[src/design/prq_pkg.sv]
`default_nettype none

package prq_pkg;

    // Sizing of the queue
    localparam int THREADS = 64;
    localparam int LEVELS  = 32;

    localparam int TID_W = (THREADS > 1) ? $clog2(THREADS) : 1;
    localparam int LVL_W = (LEVELS > 1) ? $clog2(LEVELS) : 1;

    // Fixed field widths of the request and response beats
    localparam int ACTION_W    = 2;
    localparam int THREAD_ID_W = 6;
    localparam int PRIO_W      = 5;
    localparam int CPU_ID_W    = 3;
    localparam int STATUS_W    = 2;
    localparam int AFF_W       = 2;

    // Action codes
    localparam logic [ACTION_W-1:0] ACT_PUSH  = 2'd0;
    localparam logic [ACTION_W-1:0] ACT_BLOCK = 2'd1;
    localparam logic [ACTION_W-1:0] ACT_POP   = 2'd2;

    // Status codes
    localparam logic [STATUS_W-1:0] ST_DONE   = 2'd0;
    localparam logic [STATUS_W-1:0] ST_QUEUED = 2'd1;
    localparam logic [STATUS_W-1:0] ST_EMPTY  = 2'd2;

    // Affinity codes
    localparam logic [AFF_W-1:0] AFF_NEVER = 2'd0;
    localparam logic [AFF_W-1:0] AFF_SAME  = 2'd1;
    localparam logic [AFF_W-1:0] AFF_OTHER = 2'd2;

    // Commands into the level table
    typedef struct packed {
        logic             push_en;
        logic [LVL_W-1:0] push_lvl;
        logic [TID_W-1:0] push_tid;
        logic             clr_en;
        logic [LVL_W-1:0] clr_lvl;
        logic             adv_en;
        logic [LVL_W-1:0] adv_lvl;
        logic [TID_W-1:0] adv_head;
    } lvl_cmd_t;

    // Status out of the level table
    typedef struct packed {
        logic             any;
        logic [LVL_W-1:0] top_lvl;
        logic [TID_W-1:0] top_head;
        logic             top_single;
        logic             q_nonempty;
        logic [TID_W-1:0] q_tail;
    } lvl_st_t;

    // Highest set bit of a 32-bit map by halving; 0 when the map is empty
    function automatic logic [4:0] hi_level(input logic [31:0] m);
        logic [4:0]  r;
        logic [15:0] a;
        logic [7:0]  b;
        logic [3:0]  c;
        logic [1:0]  d;
        r[4] = |m[31:16];
        a    = r[4] ? m[31:16] : m[15:0];
        r[3] = |a[15:8];
        b    = r[3] ? a[15:8] : a[7:0];
        r[2] = |b[7:4];
        c    = r[2] ? b[7:4] : b[3:0];
        r[1] = |c[3:2];
        d    = r[1] ? c[3:2] : c[1:0];
        r[0] = d[1];
        return r;
    endfunction

endpackage

`default_nettype wire

[src/design/prq_req_if.sv]
`default_nettype none

interface prq_req_if;
    logic                          valid;
    logic                          ready;
    logic [prq_pkg::ACTION_W-1:0]    action;
    logic [prq_pkg::THREAD_ID_W-1:0] thread_id;
    logic [prq_pkg::PRIO_W-1:0]      priority_req;
    logic [prq_pkg::CPU_ID_W-1:0]    cpu_id;

    modport source (output valid, action, thread_id, priority_req, cpu_id, input ready);
    modport sink   (input valid, action, thread_id, priority_req, cpu_id, output ready);
endinterface

`default_nettype wire

[src/design/prq_rsp_if.sv]
`default_nettype none

interface prq_rsp_if;
    logic                            valid;
    logic                            ready;
    logic [prq_pkg::STATUS_W-1:0]    status;
    logic [prq_pkg::THREAD_ID_W-1:0] chosen_thread;
    logic [prq_pkg::PRIO_W-1:0]      chosen_priority;
    logic [prq_pkg::AFF_W-1:0]       affinity;

    modport source (output valid, status, chosen_thread, chosen_priority, affinity,
                    input ready);
    modport sink   (input valid, status, chosen_thread, chosen_priority, affinity,
                    output ready);
endinterface

`default_nettype wire

[src/design/priority_ready_queue.sv]
// Multilevel FIFO ready queue for a thread scheduler. Each priority level
// holds a linked FIFO of thread slots; a bitmap marks the levels that are
// not empty. A push (action 0) marks the thread ready and appends it to the
// tail of its level unless it is already queued (status 1). A block
// (action 1) clears the ready mark and leaves the entry queued. A pop
// (action 2) walks the head of the highest non-empty level, dropping entries
// that are no longer ready, and returns the first ready thread with its level
// and CPU affinity (0 never ran, 1 same CPU, 2 other CPU); it records the
// asking CPU as the thread's last CPU. An empty pop returns status 2.
// Timing: the block takes one request beat at a time. A push, a block or an
// empty pop passes through EXEC or POP_SEL and then RESP; a pop steps through
// POP_SEL and POP_CHK for each queue entry that it examines, since each step
// of the walk waits on the registered read of the next-link memory. A result
// sits in the output register, so the next request is taken while that result
// waits; the block stalls only when a second result is ready and the output
// register is still full. No clearing pass is needed after reset.
`default_nettype none

module priority_ready_queue (
    input  wire logic clk,
    input  wire logic rst_n,
    prq_req_if.sink   req,
    prq_rsp_if.source rsp
);
    import prq_pkg::*;

    typedef enum logic [2:0] {
        S_IDLE,
        S_EXEC,
        S_POP_SEL,
        S_POP_CHK,
        S_RESP
    } state_t;

    state_t state_reg, state_next;

    // Captured request
    logic [ACTION_W-1:0] act_reg, act_next;
    logic [TID_W-1:0]    tid_reg, tid_next;
    logic                tid_ok_reg, tid_ok_next;
    logic [LVL_W-1:0]    lvl_reg, lvl_next;
    logic [CPU_ID_W-1:0] cpu_reg, cpu_next;

    // Per-thread flags
    logic [THREADS-1:0] queued_reg, queued_next;
    logic [THREADS-1:0] ready_reg, ready_next;
    logic [THREADS-1:0] ran_reg, ran_next;

    // Walk state
    logic [LVL_W-1:0] pop_lvl_reg, pop_lvl_next;
    logic [TID_W-1:0] pop_tid_reg, pop_tid_next;
    logic             pop_last_reg, pop_last_next;
    logic             pop_ready_reg, pop_ready_next;
    logic             pop_ran_reg, pop_ran_next;

    // Pending result and output register
    logic [STATUS_W-1:0]    res_status_reg, res_status_next;
    logic [THREAD_ID_W-1:0] res_tid_reg, res_tid_next;
    logic [PRIO_W-1:0]      res_prio_reg, res_prio_next;
    logic [AFF_W-1:0]       res_aff_reg, res_aff_next;
    logic                   out_valid_reg, out_valid_next;
    logic [STATUS_W-1:0]    out_status_reg, out_status_next;
    logic [THREAD_ID_W-1:0] out_tid_reg, out_tid_next;
    logic [PRIO_W-1:0]      out_prio_reg, out_prio_next;
    logic [AFF_W-1:0]       out_aff_reg, out_aff_next;

    // Level table
    lvl_cmd_t lvl_cmd;
    lvl_st_t  lvl_st;

    // Next-link and last-CPU memories
    logic                link_we;
    logic [TID_W-1:0]    link_waddr;
    logic [TID_W-1:0]    link_wdata;
    logic [TID_W-1:0]    link_rdata;
    logic                cpu_we;
    logic [CPU_ID_W-1:0] cpu_rdata;

    prq_lvl u_lvl (
        .clk   (clk),
        .rst_n (rst_n),
        .cmd   (lvl_cmd),
        .st    (lvl_st)
    );

    // Both memories are read at the head of the top level; data lands in POP_CHK
    prq_ram #(
        .WIDTH (TID_W),
        .DEPTH (THREADS)
    ) u_link_ram (
        .clk   (clk),
        .we    (link_we),
        .waddr (link_waddr),
        .wdata (link_wdata),
        .raddr (lvl_st.top_head),
        .rdata (link_rdata)
    );

    prq_ram #(
        .WIDTH (CPU_ID_W),
        .DEPTH (THREADS)
    ) u_cpu_ram (
        .clk   (clk),
        .we    (cpu_we),
        .waddr (pop_tid_reg),
        .wdata (cpu_reg),
        .raddr (lvl_st.top_head),
        .rdata (cpu_rdata)
    );

    assign req.ready           = (state_reg == S_IDLE);
    assign rsp.valid           = out_valid_reg;
    assign rsp.status          = out_status_reg;
    assign rsp.chosen_thread   = out_tid_reg;
    assign rsp.chosen_priority = out_prio_reg;
    assign rsp.affinity        = out_aff_reg;

    always_comb
    begin
        state_next      = state_reg;
        act_next        = act_reg;
        tid_next        = tid_reg;
        tid_ok_next     = tid_ok_reg;
        lvl_next        = lvl_reg;
        cpu_next        = cpu_reg;
        queued_next     = queued_reg;
        ready_next      = ready_reg;
        ran_next        = ran_reg;
        pop_lvl_next    = pop_lvl_reg;
        pop_tid_next    = pop_tid_reg;
        pop_last_next   = pop_last_reg;
        pop_ready_next  = pop_ready_reg;
        pop_ran_next    = pop_ran_reg;
        res_status_next = res_status_reg;
        res_tid_next    = res_tid_reg;
        res_prio_next   = res_prio_reg;
        res_aff_next    = res_aff_reg;
        out_valid_next  = out_valid_reg;
        out_status_next = out_status_reg;
        out_tid_next    = out_tid_reg;
        out_prio_next   = out_prio_reg;
        out_aff_next    = out_aff_reg;

        lvl_cmd          = '0;
        lvl_cmd.push_lvl = lvl_reg;
        lvl_cmd.push_tid = tid_reg;
        link_we          = 1'b0;
        link_waddr       = lvl_st.q_tail;
        link_wdata       = tid_reg;
        cpu_we           = 1'b0;

        // Drop the output beat once taken
        if (out_valid_reg && rsp.ready)
        begin
            out_valid_next = 1'b0;
        end

        case (state_reg)
            S_IDLE:
            begin
                if (req.valid)
                begin
                    act_next    = req.action;
                    tid_next    = TID_W'(req.thread_id);
                    tid_ok_next = (32'(req.thread_id) < 32'(THREADS));
                    // Saturate an out-of-range level to the top one
                    lvl_next    = (32'(req.priority_req) >= 32'(LEVELS)) ?
                                  LVL_W'(LEVELS - 1) : LVL_W'(req.priority_req);
                    cpu_next        = req.cpu_id;
                    res_status_next = ST_DONE;
                    res_tid_next    = '0;
                    res_prio_next   = '0;
                    res_aff_next    = AFF_NEVER;
                    case (req.action)
                        ACT_PUSH:  state_next = S_EXEC;
                        ACT_BLOCK: state_next = S_EXEC;
                        ACT_POP:   state_next = S_POP_SEL;
                        default:   state_next = S_RESP;
                    endcase
                end
            end

            S_EXEC:
            begin
                if (tid_ok_reg)
                begin
                    if (act_reg == ACT_PUSH)
                    begin
                        ready_next[tid_reg] = 1'b1;
                        if (queued_reg[tid_reg])
                        begin
                            res_status_next = ST_QUEUED;
                        end
                        else
                        begin
                            // Append at the tail; link from the old tail if any
                            queued_next[tid_reg] = 1'b1;
                            lvl_cmd.push_en      = 1'b1;
                            link_we              = lvl_st.q_nonempty;
                        end
                    end
                    else
                    begin
                        ready_next[tid_reg] = 1'b0;
                    end
                end
                state_next = S_RESP;
            end

            S_POP_SEL:
            begin
                if (!lvl_st.any)
                begin
                    res_status_next = ST_EMPTY;
                    state_next      = S_RESP;
                end
                else
                begin
                    // Unqueue the head; retire the level if this was its last entry
                    pop_lvl_next   = lvl_st.top_lvl;
                    pop_tid_next   = lvl_st.top_head;
                    pop_last_next  = lvl_st.top_single;
                    pop_ready_next = ready_reg[lvl_st.top_head];
                    pop_ran_next   = ran_reg[lvl_st.top_head];
                    queued_next[lvl_st.top_head] = 1'b0;
                    lvl_cmd.clr_en  = lvl_st.top_single;
                    lvl_cmd.clr_lvl = lvl_st.top_lvl;
                    state_next      = S_POP_CHK;
                end
            end

            S_POP_CHK:
            begin
                // Advance the head to the next link now that it has been read
                lvl_cmd.adv_en   = !pop_last_reg;
                lvl_cmd.adv_lvl  = pop_lvl_reg;
                lvl_cmd.adv_head = link_rdata;
                if (pop_ready_reg)
                begin
                    if (!pop_ran_reg)
                    begin
                        res_aff_next = AFF_NEVER;
                    end
                    else if (cpu_rdata == cpu_reg)
                    begin
                        res_aff_next = AFF_SAME;
                    end
                    else
                    begin
                        res_aff_next = AFF_OTHER;
                    end
                    cpu_we                = 1'b1;
                    ran_next[pop_tid_reg] = 1'b1;
                    res_status_next       = ST_DONE;
                    res_tid_next          = THREAD_ID_W'(pop_tid_reg);
                    res_prio_next         = PRIO_W'(pop_lvl_reg);
                    state_next            = S_RESP;
                end
                else
                begin
                    // Stale entry: dropped, keep walking
                    state_next = S_POP_SEL;
                end
            end

            S_RESP:
            begin
                if (!out_valid_reg || rsp.ready)
                begin
                    out_valid_next  = 1'b1;
                    out_status_next = res_status_reg;
                    out_tid_next    = res_tid_reg;
                    out_prio_next   = res_prio_reg;
                    out_aff_next    = res_aff_reg;
                    state_next      = S_IDLE;
                end
            end

            default:
            begin
                state_next = S_IDLE;
            end
        endcase
    end

    always_ff @(posedge clk or negedge rst_n)
    begin
        if (!rst_n)
        begin
            state_reg     <= S_IDLE;
            queued_reg    <= '0;
            ready_reg     <= '0;
            ran_reg       <= '0;
            out_valid_reg <= 1'b0;
        end
        else
        begin
            state_reg     <= state_next;
            queued_reg    <= queued_next;
            ready_reg     <= ready_next;
            ran_reg       <= ran_next;
            out_valid_reg <= out_valid_next;
        end
    end

    always_ff @(posedge clk)
    begin
        act_reg        <= act_next;
        tid_reg        <= tid_next;
        tid_ok_reg     <= tid_ok_next;
        lvl_reg        <= lvl_next;
        cpu_reg        <= cpu_next;
        pop_lvl_reg    <= pop_lvl_next;
        pop_tid_reg    <= pop_tid_next;
        pop_last_reg   <= pop_last_next;
        pop_ready_reg  <= pop_ready_next;
        pop_ran_reg    <= pop_ran_next;
        res_status_reg <= res_status_next;
        res_tid_reg    <= res_tid_next;
        res_prio_reg   <= res_prio_next;
        res_aff_reg    <= res_aff_next;
        out_status_reg <= out_status_next;
        out_tid_reg    <= out_tid_next;
        out_prio_reg   <= out_prio_next;
        out_aff_reg    <= out_aff_next;
    end

`ifndef NO_ASSERTIONS
    // An accepted request always moves the sequencer out of idle
    a_accept_busy: assert property (@(posedge clk) disable iff (!rst_n)
        req.valid && req.ready |=> state_reg != S_IDLE)
        else $error("request accepted but sequencer stayed idle");

    // With every level empty, no thread may still be marked queued
    a_empty_unqueued: assert property (@(posedge clk) disable iff (!rst_n)
        !lvl_st.any |-> queued_reg == '0)
        else $error("queued thread with all levels empty");

    // The entry under check has already been unqueued
    a_chk_unqueued: assert property (@(posedge clk) disable iff (!rst_n)
        state_reg == S_POP_CHK |-> !queued_reg[pop_tid_reg])
        else $error("popped entry still marked queued");

    // A thread chosen by a pop is marked as having run
    a_chosen_ran: assert property (@(posedge clk) disable iff (!rst_n)
        state_reg == S_POP_CHK && pop_ready_reg |=> ran_reg[pop_tid_reg])
        else $error("chosen thread not marked as run");
`endif

endmodule

`default_nettype wire

[src/design/prq_ram.sv]
`default_nettype none

module prq_ram #(
    parameter int WIDTH = 8,
    parameter int DEPTH = 64
) (
    input  wire logic                     clk,
    input  wire logic                     we,
    input  wire logic [$clog2(DEPTH)-1:0] waddr,
    input  wire logic [WIDTH-1:0]         wdata,
    input  wire logic [$clog2(DEPTH)-1:0] raddr,
    output logic      [WIDTH-1:0]         rdata
);

    logic [WIDTH-1:0] mem_reg [DEPTH];
    logic [WIDTH-1:0] rdata_reg;

    always_ff @(posedge clk)
    begin
        if (we)
        begin
            mem_reg[waddr] <= wdata;
        end
        rdata_reg <= mem_reg[raddr];
    end

    assign rdata = rdata_reg;

endmodule

`default_nettype wire

[src/design/prq_lvl.sv]
`default_nettype none

module prq_lvl (
    input  wire logic              clk,
    input  wire logic              rst_n,
    input  wire prq_pkg::lvl_cmd_t cmd,
    output prq_pkg::lvl_st_t       st
);
    import prq_pkg::*;

    logic [LEVELS-1:0] nonempty_reg;
    logic [LEVELS-1:0] nonempty_next;
    logic [TID_W-1:0]  head_reg [LEVELS];
    logic [TID_W-1:0]  tail_reg [LEVELS];
    logic [LVL_W-1:0]  top_lvl;

    // Pick the highest non-empty level
    assign top_lvl = LVL_W'(hi_level(32'(nonempty_reg)));

    always_comb
    begin
        st.any        = |nonempty_reg;
        st.top_lvl    = top_lvl;
        st.top_head   = head_reg[top_lvl];
        st.top_single = (head_reg[top_lvl] == tail_reg[top_lvl]);
        st.q_nonempty = nonempty_reg[cmd.push_lvl];
        st.q_tail     = tail_reg[cmd.push_lvl];
    end

    always_comb
    begin
        nonempty_next = nonempty_reg;
        if (cmd.push_en)
        begin
            nonempty_next[cmd.push_lvl] = 1'b1;
        end
        if (cmd.clr_en)
        begin
            nonempty_next[cmd.clr_lvl] = 1'b0;
        end
    end

    always_ff @(posedge clk or negedge rst_n)
    begin
        if (!rst_n)
        begin
            nonempty_reg <= '0;
        end
        else
        begin
            nonempty_reg <= nonempty_next;
        end
    end

    // Head and tail entries mean something only while the level bit is set
    always_ff @(posedge clk)
    begin
        if (cmd.push_en)
        begin
            if (!nonempty_reg[cmd.push_lvl])
            begin
                head_reg[cmd.push_lvl] <= cmd.push_tid;
            end
            tail_reg[cmd.push_lvl] <= cmd.push_tid;
        end
        if (cmd.adv_en)
        begin
            head_reg[cmd.adv_lvl] <= cmd.adv_head;
        end
    end

endmodule

`default_nettype wire

[src/flat_wrapper.sv]
// flat-port wrapper written by rule: the top's interface ports become plain ports
module priority_ready_queue_flat import prq_pkg::*;
  (clk, rst_n, req_valid, req_action, req_thread_id, req_priority_req, req_cpu_id, req_ready, rsp_valid, rsp_status, rsp_chosen_thread, rsp_chosen_priority, rsp_affinity, rsp_ready);
  prq_req_if req_i ();
  prq_rsp_if rsp_i ();
  input  wire logic clk;
  input  wire logic rst_n;
  input wire logic [$bits(req_i.valid)-1:0] req_valid;
  input wire logic [$bits(req_i.action)-1:0] req_action;
  input wire logic [$bits(req_i.thread_id)-1:0] req_thread_id;
  input wire logic [$bits(req_i.priority_req)-1:0] req_priority_req;
  input wire logic [$bits(req_i.cpu_id)-1:0] req_cpu_id;
  output wire logic [$bits(req_i.ready)-1:0] req_ready;
  output wire logic [$bits(rsp_i.valid)-1:0] rsp_valid;
  output wire logic [$bits(rsp_i.status)-1:0] rsp_status;
  output wire logic [$bits(rsp_i.chosen_thread)-1:0] rsp_chosen_thread;
  output wire logic [$bits(rsp_i.chosen_priority)-1:0] rsp_chosen_priority;
  output wire logic [$bits(rsp_i.affinity)-1:0] rsp_affinity;
  input wire logic [$bits(rsp_i.ready)-1:0] rsp_ready;
  assign req_i.valid = req_valid;
  assign req_i.action = req_action;
  assign req_i.thread_id = req_thread_id;
  assign req_i.priority_req = req_priority_req;
  assign req_i.cpu_id = req_cpu_id;
  assign req_ready = req_i.ready;
  assign rsp_valid = rsp_i.valid;
  assign rsp_status = rsp_i.status;
  assign rsp_chosen_thread = rsp_i.chosen_thread;
  assign rsp_chosen_priority = rsp_i.chosen_priority;
  assign rsp_affinity = rsp_i.affinity;
  assign rsp_i.ready = rsp_ready;
  priority_ready_queue u_core (.clk(clk), .rst_n(rst_n), .req(req_i), .rsp(rsp_i));
endmodule
[config.mk]
export PLATFORM = sky130hd
export DESIGN_NAME = priority_ready_queue_flat
export DESIGN_NICKNAME = d
export VERILOG_FILES = /design/src/design/prq_pkg.sv /design/src/design/prq_req_if.sv /design/src/design/prq_rsp_if.sv /design/src/design/priority_ready_queue.sv /design/src/design/prq_ram.sv /design/src/design/prq_lvl.sv /design/src/flat_wrapper.sv
export SDC_FILE = /design/constraint.sdc
export NUM_CORES = 2
export LEC_CHECK = 0
export BUFFER_PORTS_ARGS = -buffer_cell sky130_fd_sc_hd__buf_2
export CELL_PAD_IN_SITES_DETAIL_PLACEMENT = 2
export CELL_PAD_IN_SITES_GLOBAL_PLACEMENT = 2
export CORE_ASPECT_RATIO = 0.6
export CORE_UTILIZATION = 49
export CTS_CLUSTER_DIAMETER = 80
export DETAILED_ROUTE_END_ITERATION = 7
export PLACE_DENSITY_LB_ADDON = 0.12
export SYNTH_ARGS = -nofsm -noshare
export SYNTH_HDL_FRONTEND = slang
export SYNTH_SLANG_ARGS = --single-unit
[constraint.sdc]
create_clock -name clk -period 14.7 [get_ports clk]
set_input_delay 2.94 -clock clk [delete_from_list [all_inputs] [get_ports clk]]
set_output_delay 2.94 -clock clk [all_outputs]
set_load 0.05 [all_outputs]
==> results.json <==
{
  "dr.pass1.iters": 6,
  "cts_buffer_depth": 3,
  "rrSetupSlack_ns": 5.72,
  "worstMarginPinSlew_ns": 1.503,
  "rows": 94,
  "yosys_most_used_dff": "edfxtp_1",
  "postCtsSetupRepairBufs": 0,
  "synth_area_sq_um": 54790,
  "post_synth.cell_area_avg_sq_um": 13.15,
  "die_w_um": 433.7,
  "synth.area.top_cells": "edfxtp_1 56%, dfrtp_1 10%, nand2_1 3.8%, mux2i_1 3.5%, mux4_2 3.2%",
  "cts_tree": "done",
  "drive_gt1_share_pct": 14.42,
  "r2r_cells": 17,
  "r2r_start": "u_core.u_lvl.nonempty_reg[26]$_DFF_PN0_",
  "slew_viol_final": 5,
  "yosys_warnings": 0,
  "yosysMostFrequentCell": "edfxtp_1",
  "cp-end-kind": "flop",
  "worstHoldPathCells": 0,
  "route.detailed.drc": 0,
  "root_buffer": "clkbuf_16",
  "fmax_mhz": 111.3,
  "grt_pass1_wl_mm": 334.7,
  "hold_buffers": 0,
  "hpwl_mm": 158.8,
  "avgViaCountPerCell": 7.247,
  "violations": "capacitance limit, slew limit",
  "cts.reportedPaths.clkPinSlew_ns": 0.07,
  "clock_latency_ns": 0.79,
  "cts_sinks": 1262,
  "syn-num-nets": 4187,
  "grt_start_max_net_pins": 151,
  "portBuffers": 36,
  "dieArea_sq_um": 113200,
  "startpoint_type": "flop",
  "synth_edf_count": 1020,
  "synth_common_cells": "1020 x edfxtp_1, 555 x nand2_1, 327 x nor2_1, 228 x dfrtp_1, 218 x a21oi_1",
  "syn_inst": 4167,
  "worstPathMaxFanout": 150,
  "ant_nets": 0,
  "fin_crit_ns": 8.981,
  "place_congestion": 1.022,
  "drtIter0Drc": 6691,
  "cts_resized": 0,
  "crit_type": "flop to flop",
  "async_flop_share_pct": 18.07,
  "relSlewSlack_pct": -0.4500,
  "synth_cell_types": 103,
  "fin_tns_setup_ns": 0,
  "cap_viol_max_count": 1,
  "yosysTopAreaCell": "edfxtp_1",
  "grt_usage_pct": 42.27,
  "yosysTopAreaCellShare_pct": 55.91,
  "nets": 4194,
  "worst_ep_arrival_time_ns": 9.57,
  "core-area_sq_um": 110200,
  "wirelength_mm": 239.7,
  "die_y_um": 261.0,
  "largest_reg_flops": 384,
  "synth_seq_cells": 1262,
  "hp-class": "flop to flop",
  "status": "finished, violations left",
  "grt_overflow": 0,
  "wl_per_cell_um": 41.58,
  "min_to": "u_core.rsp.status[1]$_DFFE_PP_",
  "antenna_found_initial": 14,
  "io_pins": 37,
  "fin_worst_skew_ns": 0.05593,
  "area_growth_pct": 10.38,
  "rsz0062_at_grt": "false",
  "synth_seq_area_share_pct": 66.83,
  "r2r-end": "u_core.queued_reg[59]$_DFFE_PN0P_",
  "cts_buffers": 117,
  "min_from": "u_core.res_status_reg[1]$_DFFE_PP_",
  "fin_crit_sh_pct": 61.10,
  "cts-htree-levels": 3,
  "crit_required_ns": 15.29,
  "initial_utilization_pct": 49.71,
  "grt_pass1_vias": 42008,
  "via_count": 41778,
  "hold_viol_final": 0,
  "finalSetupViolCount": 0
}
## routing by layer
metal  GRT usage [%]  vias to the layer above  share of wire [%]
met3           18.59                      554                 15
met4           12.29                       14                3.2
met5          0.8607                        -               0.11
met2           56.80                     3187                 40
met1           61.42                    22108                 41
li1                -                    15915                  -
## critical path, cell delays in order, from the launching register on
cell       delay, ns
dfrtp_1         0.59
nor3_4          0.11
and4_1          0.36
a31oi_1         0.90
o21a_2          0.56
nor2_4          0.18
inv_1           0.67
buf_4           0.58
a2111oi_0       0.25
a221oi_1        0.39
and4b_1         0.45
o211ai_4        0.14
buf_12          0.33
inv_8           0.64
buf_12          0.63
o21ai_1         0.60
nor2_1          0.94
a21oi_1         0.18
## placed cells by master (no fill, tap or decap), types with 17 or more instances in the layout
cell and instances:
edfxtp_1 1020, nand2_1 553, nor2_1 304, dfrtp_1 228, a21oi_1 217, mux2i_1 189, o21ai_0 183, nand3_1 120
clkbuf_16 119, buf_4 114, and3_1 100, a211oi_1 91, mux4_2 77, or2_2 70, mux2_2 62, a31oi_1 54
a32oi_1 40, o211ai_1 39, clkbuf_1 35, buf_2 35, nor3_1 34, nand4_1 30, and2_1 28, o31ai_1 27
nor2_2 25, clkinv_1 23, inv_1 22, a22oi_1 20, clkinv_2 20, a221oi_1 17
## worst max path at each step
| stage | from | to | slack, ns | depth (start not counted) |
|---|---|---|---|---|
| 3_3_place_gp | u_core.u_lvl.nonempty_reg[26]$_DFF_PN0_ | u_core.queued_reg[19]$_DFFE_PN0P_ | 6.32 | 17 |
| 2_1_floorplan | u_core.link_wdata[2]$_DFFE_PP_ | u_core.u_link_ram.mem_reg[1][0]$_DFFE_PP_ | 9.99 | 12 |
| 4_1_cts | u_core.u_lvl.nonempty_reg[26]$_DFF_PN0_ | u_core.u_link_ram.rdata[3]$_DFF_P_ | 6.04 | 19 |
| 3_5_place_dp | u_core.u_lvl.nonempty_reg[26]$_DFF_PN0_ | u_core.queued_reg[59]$_DFFE_PN0P_ | 6.11 | 17 |
| 6_report | u_core.u_lvl.nonempty_reg[26]$_DFF_PN0_ | u_core.queued_reg[59]$_DFFE_PN0P_ | 5.72 | 17 |
| 5_1_grt | u_core.u_lvl.nonempty_reg[26]$_DFF_PN0_ | u_core.queued_reg[59]$_DFFE_PN0P_ | 5.67 | 17 |
## cell type report
| type | count | area, sq um |
|---|---|---|
| diodes | 5 | 12.51 |
| clock buffers | 158 | 3164 |
| clock inverters | 59 | 530.5 |
| fillers | 10104 | 49730 |
| inverters | 29 | 121.4 |
| multi-input cells | 2611 | 17060 |
| flip-flops and latches | 1262 | 36620 |
| well taps | 1488 | 1862 |
| repair buffers | 153 | 1106 |
## kinds of logic after synthesis
family,synth area share [%]
buffers and inverters,2.393
AO/OA/AOI/OAI,10.94
XOR/XNOR,0.1439
AND/OR/NAND/NOR,11.78
multiplexers,7.913
flip-flops,66.83
## per-stage QoR
step                      instances  utilization [%]  setup slack, ns  cell area [sq um]  hold slack [ns]
final                          5765            54.88            5.719              60480           0.4185
after global routing           5760            54.86            5.669              60460           0.4259
after CTS                      5760            54.86            6.040              60460           0.4207
after detailed placement       5543            51.51            6.112              56770           0.4057
after global placement         5543            51.51            6.323              56770           0.4022
after floorplan                4167                -            9.988              54790           0.4003
Power is left out: the tool's default activity adds up to more than one toggle a clock period on the data nets, which glitch-free logic cannot reach.
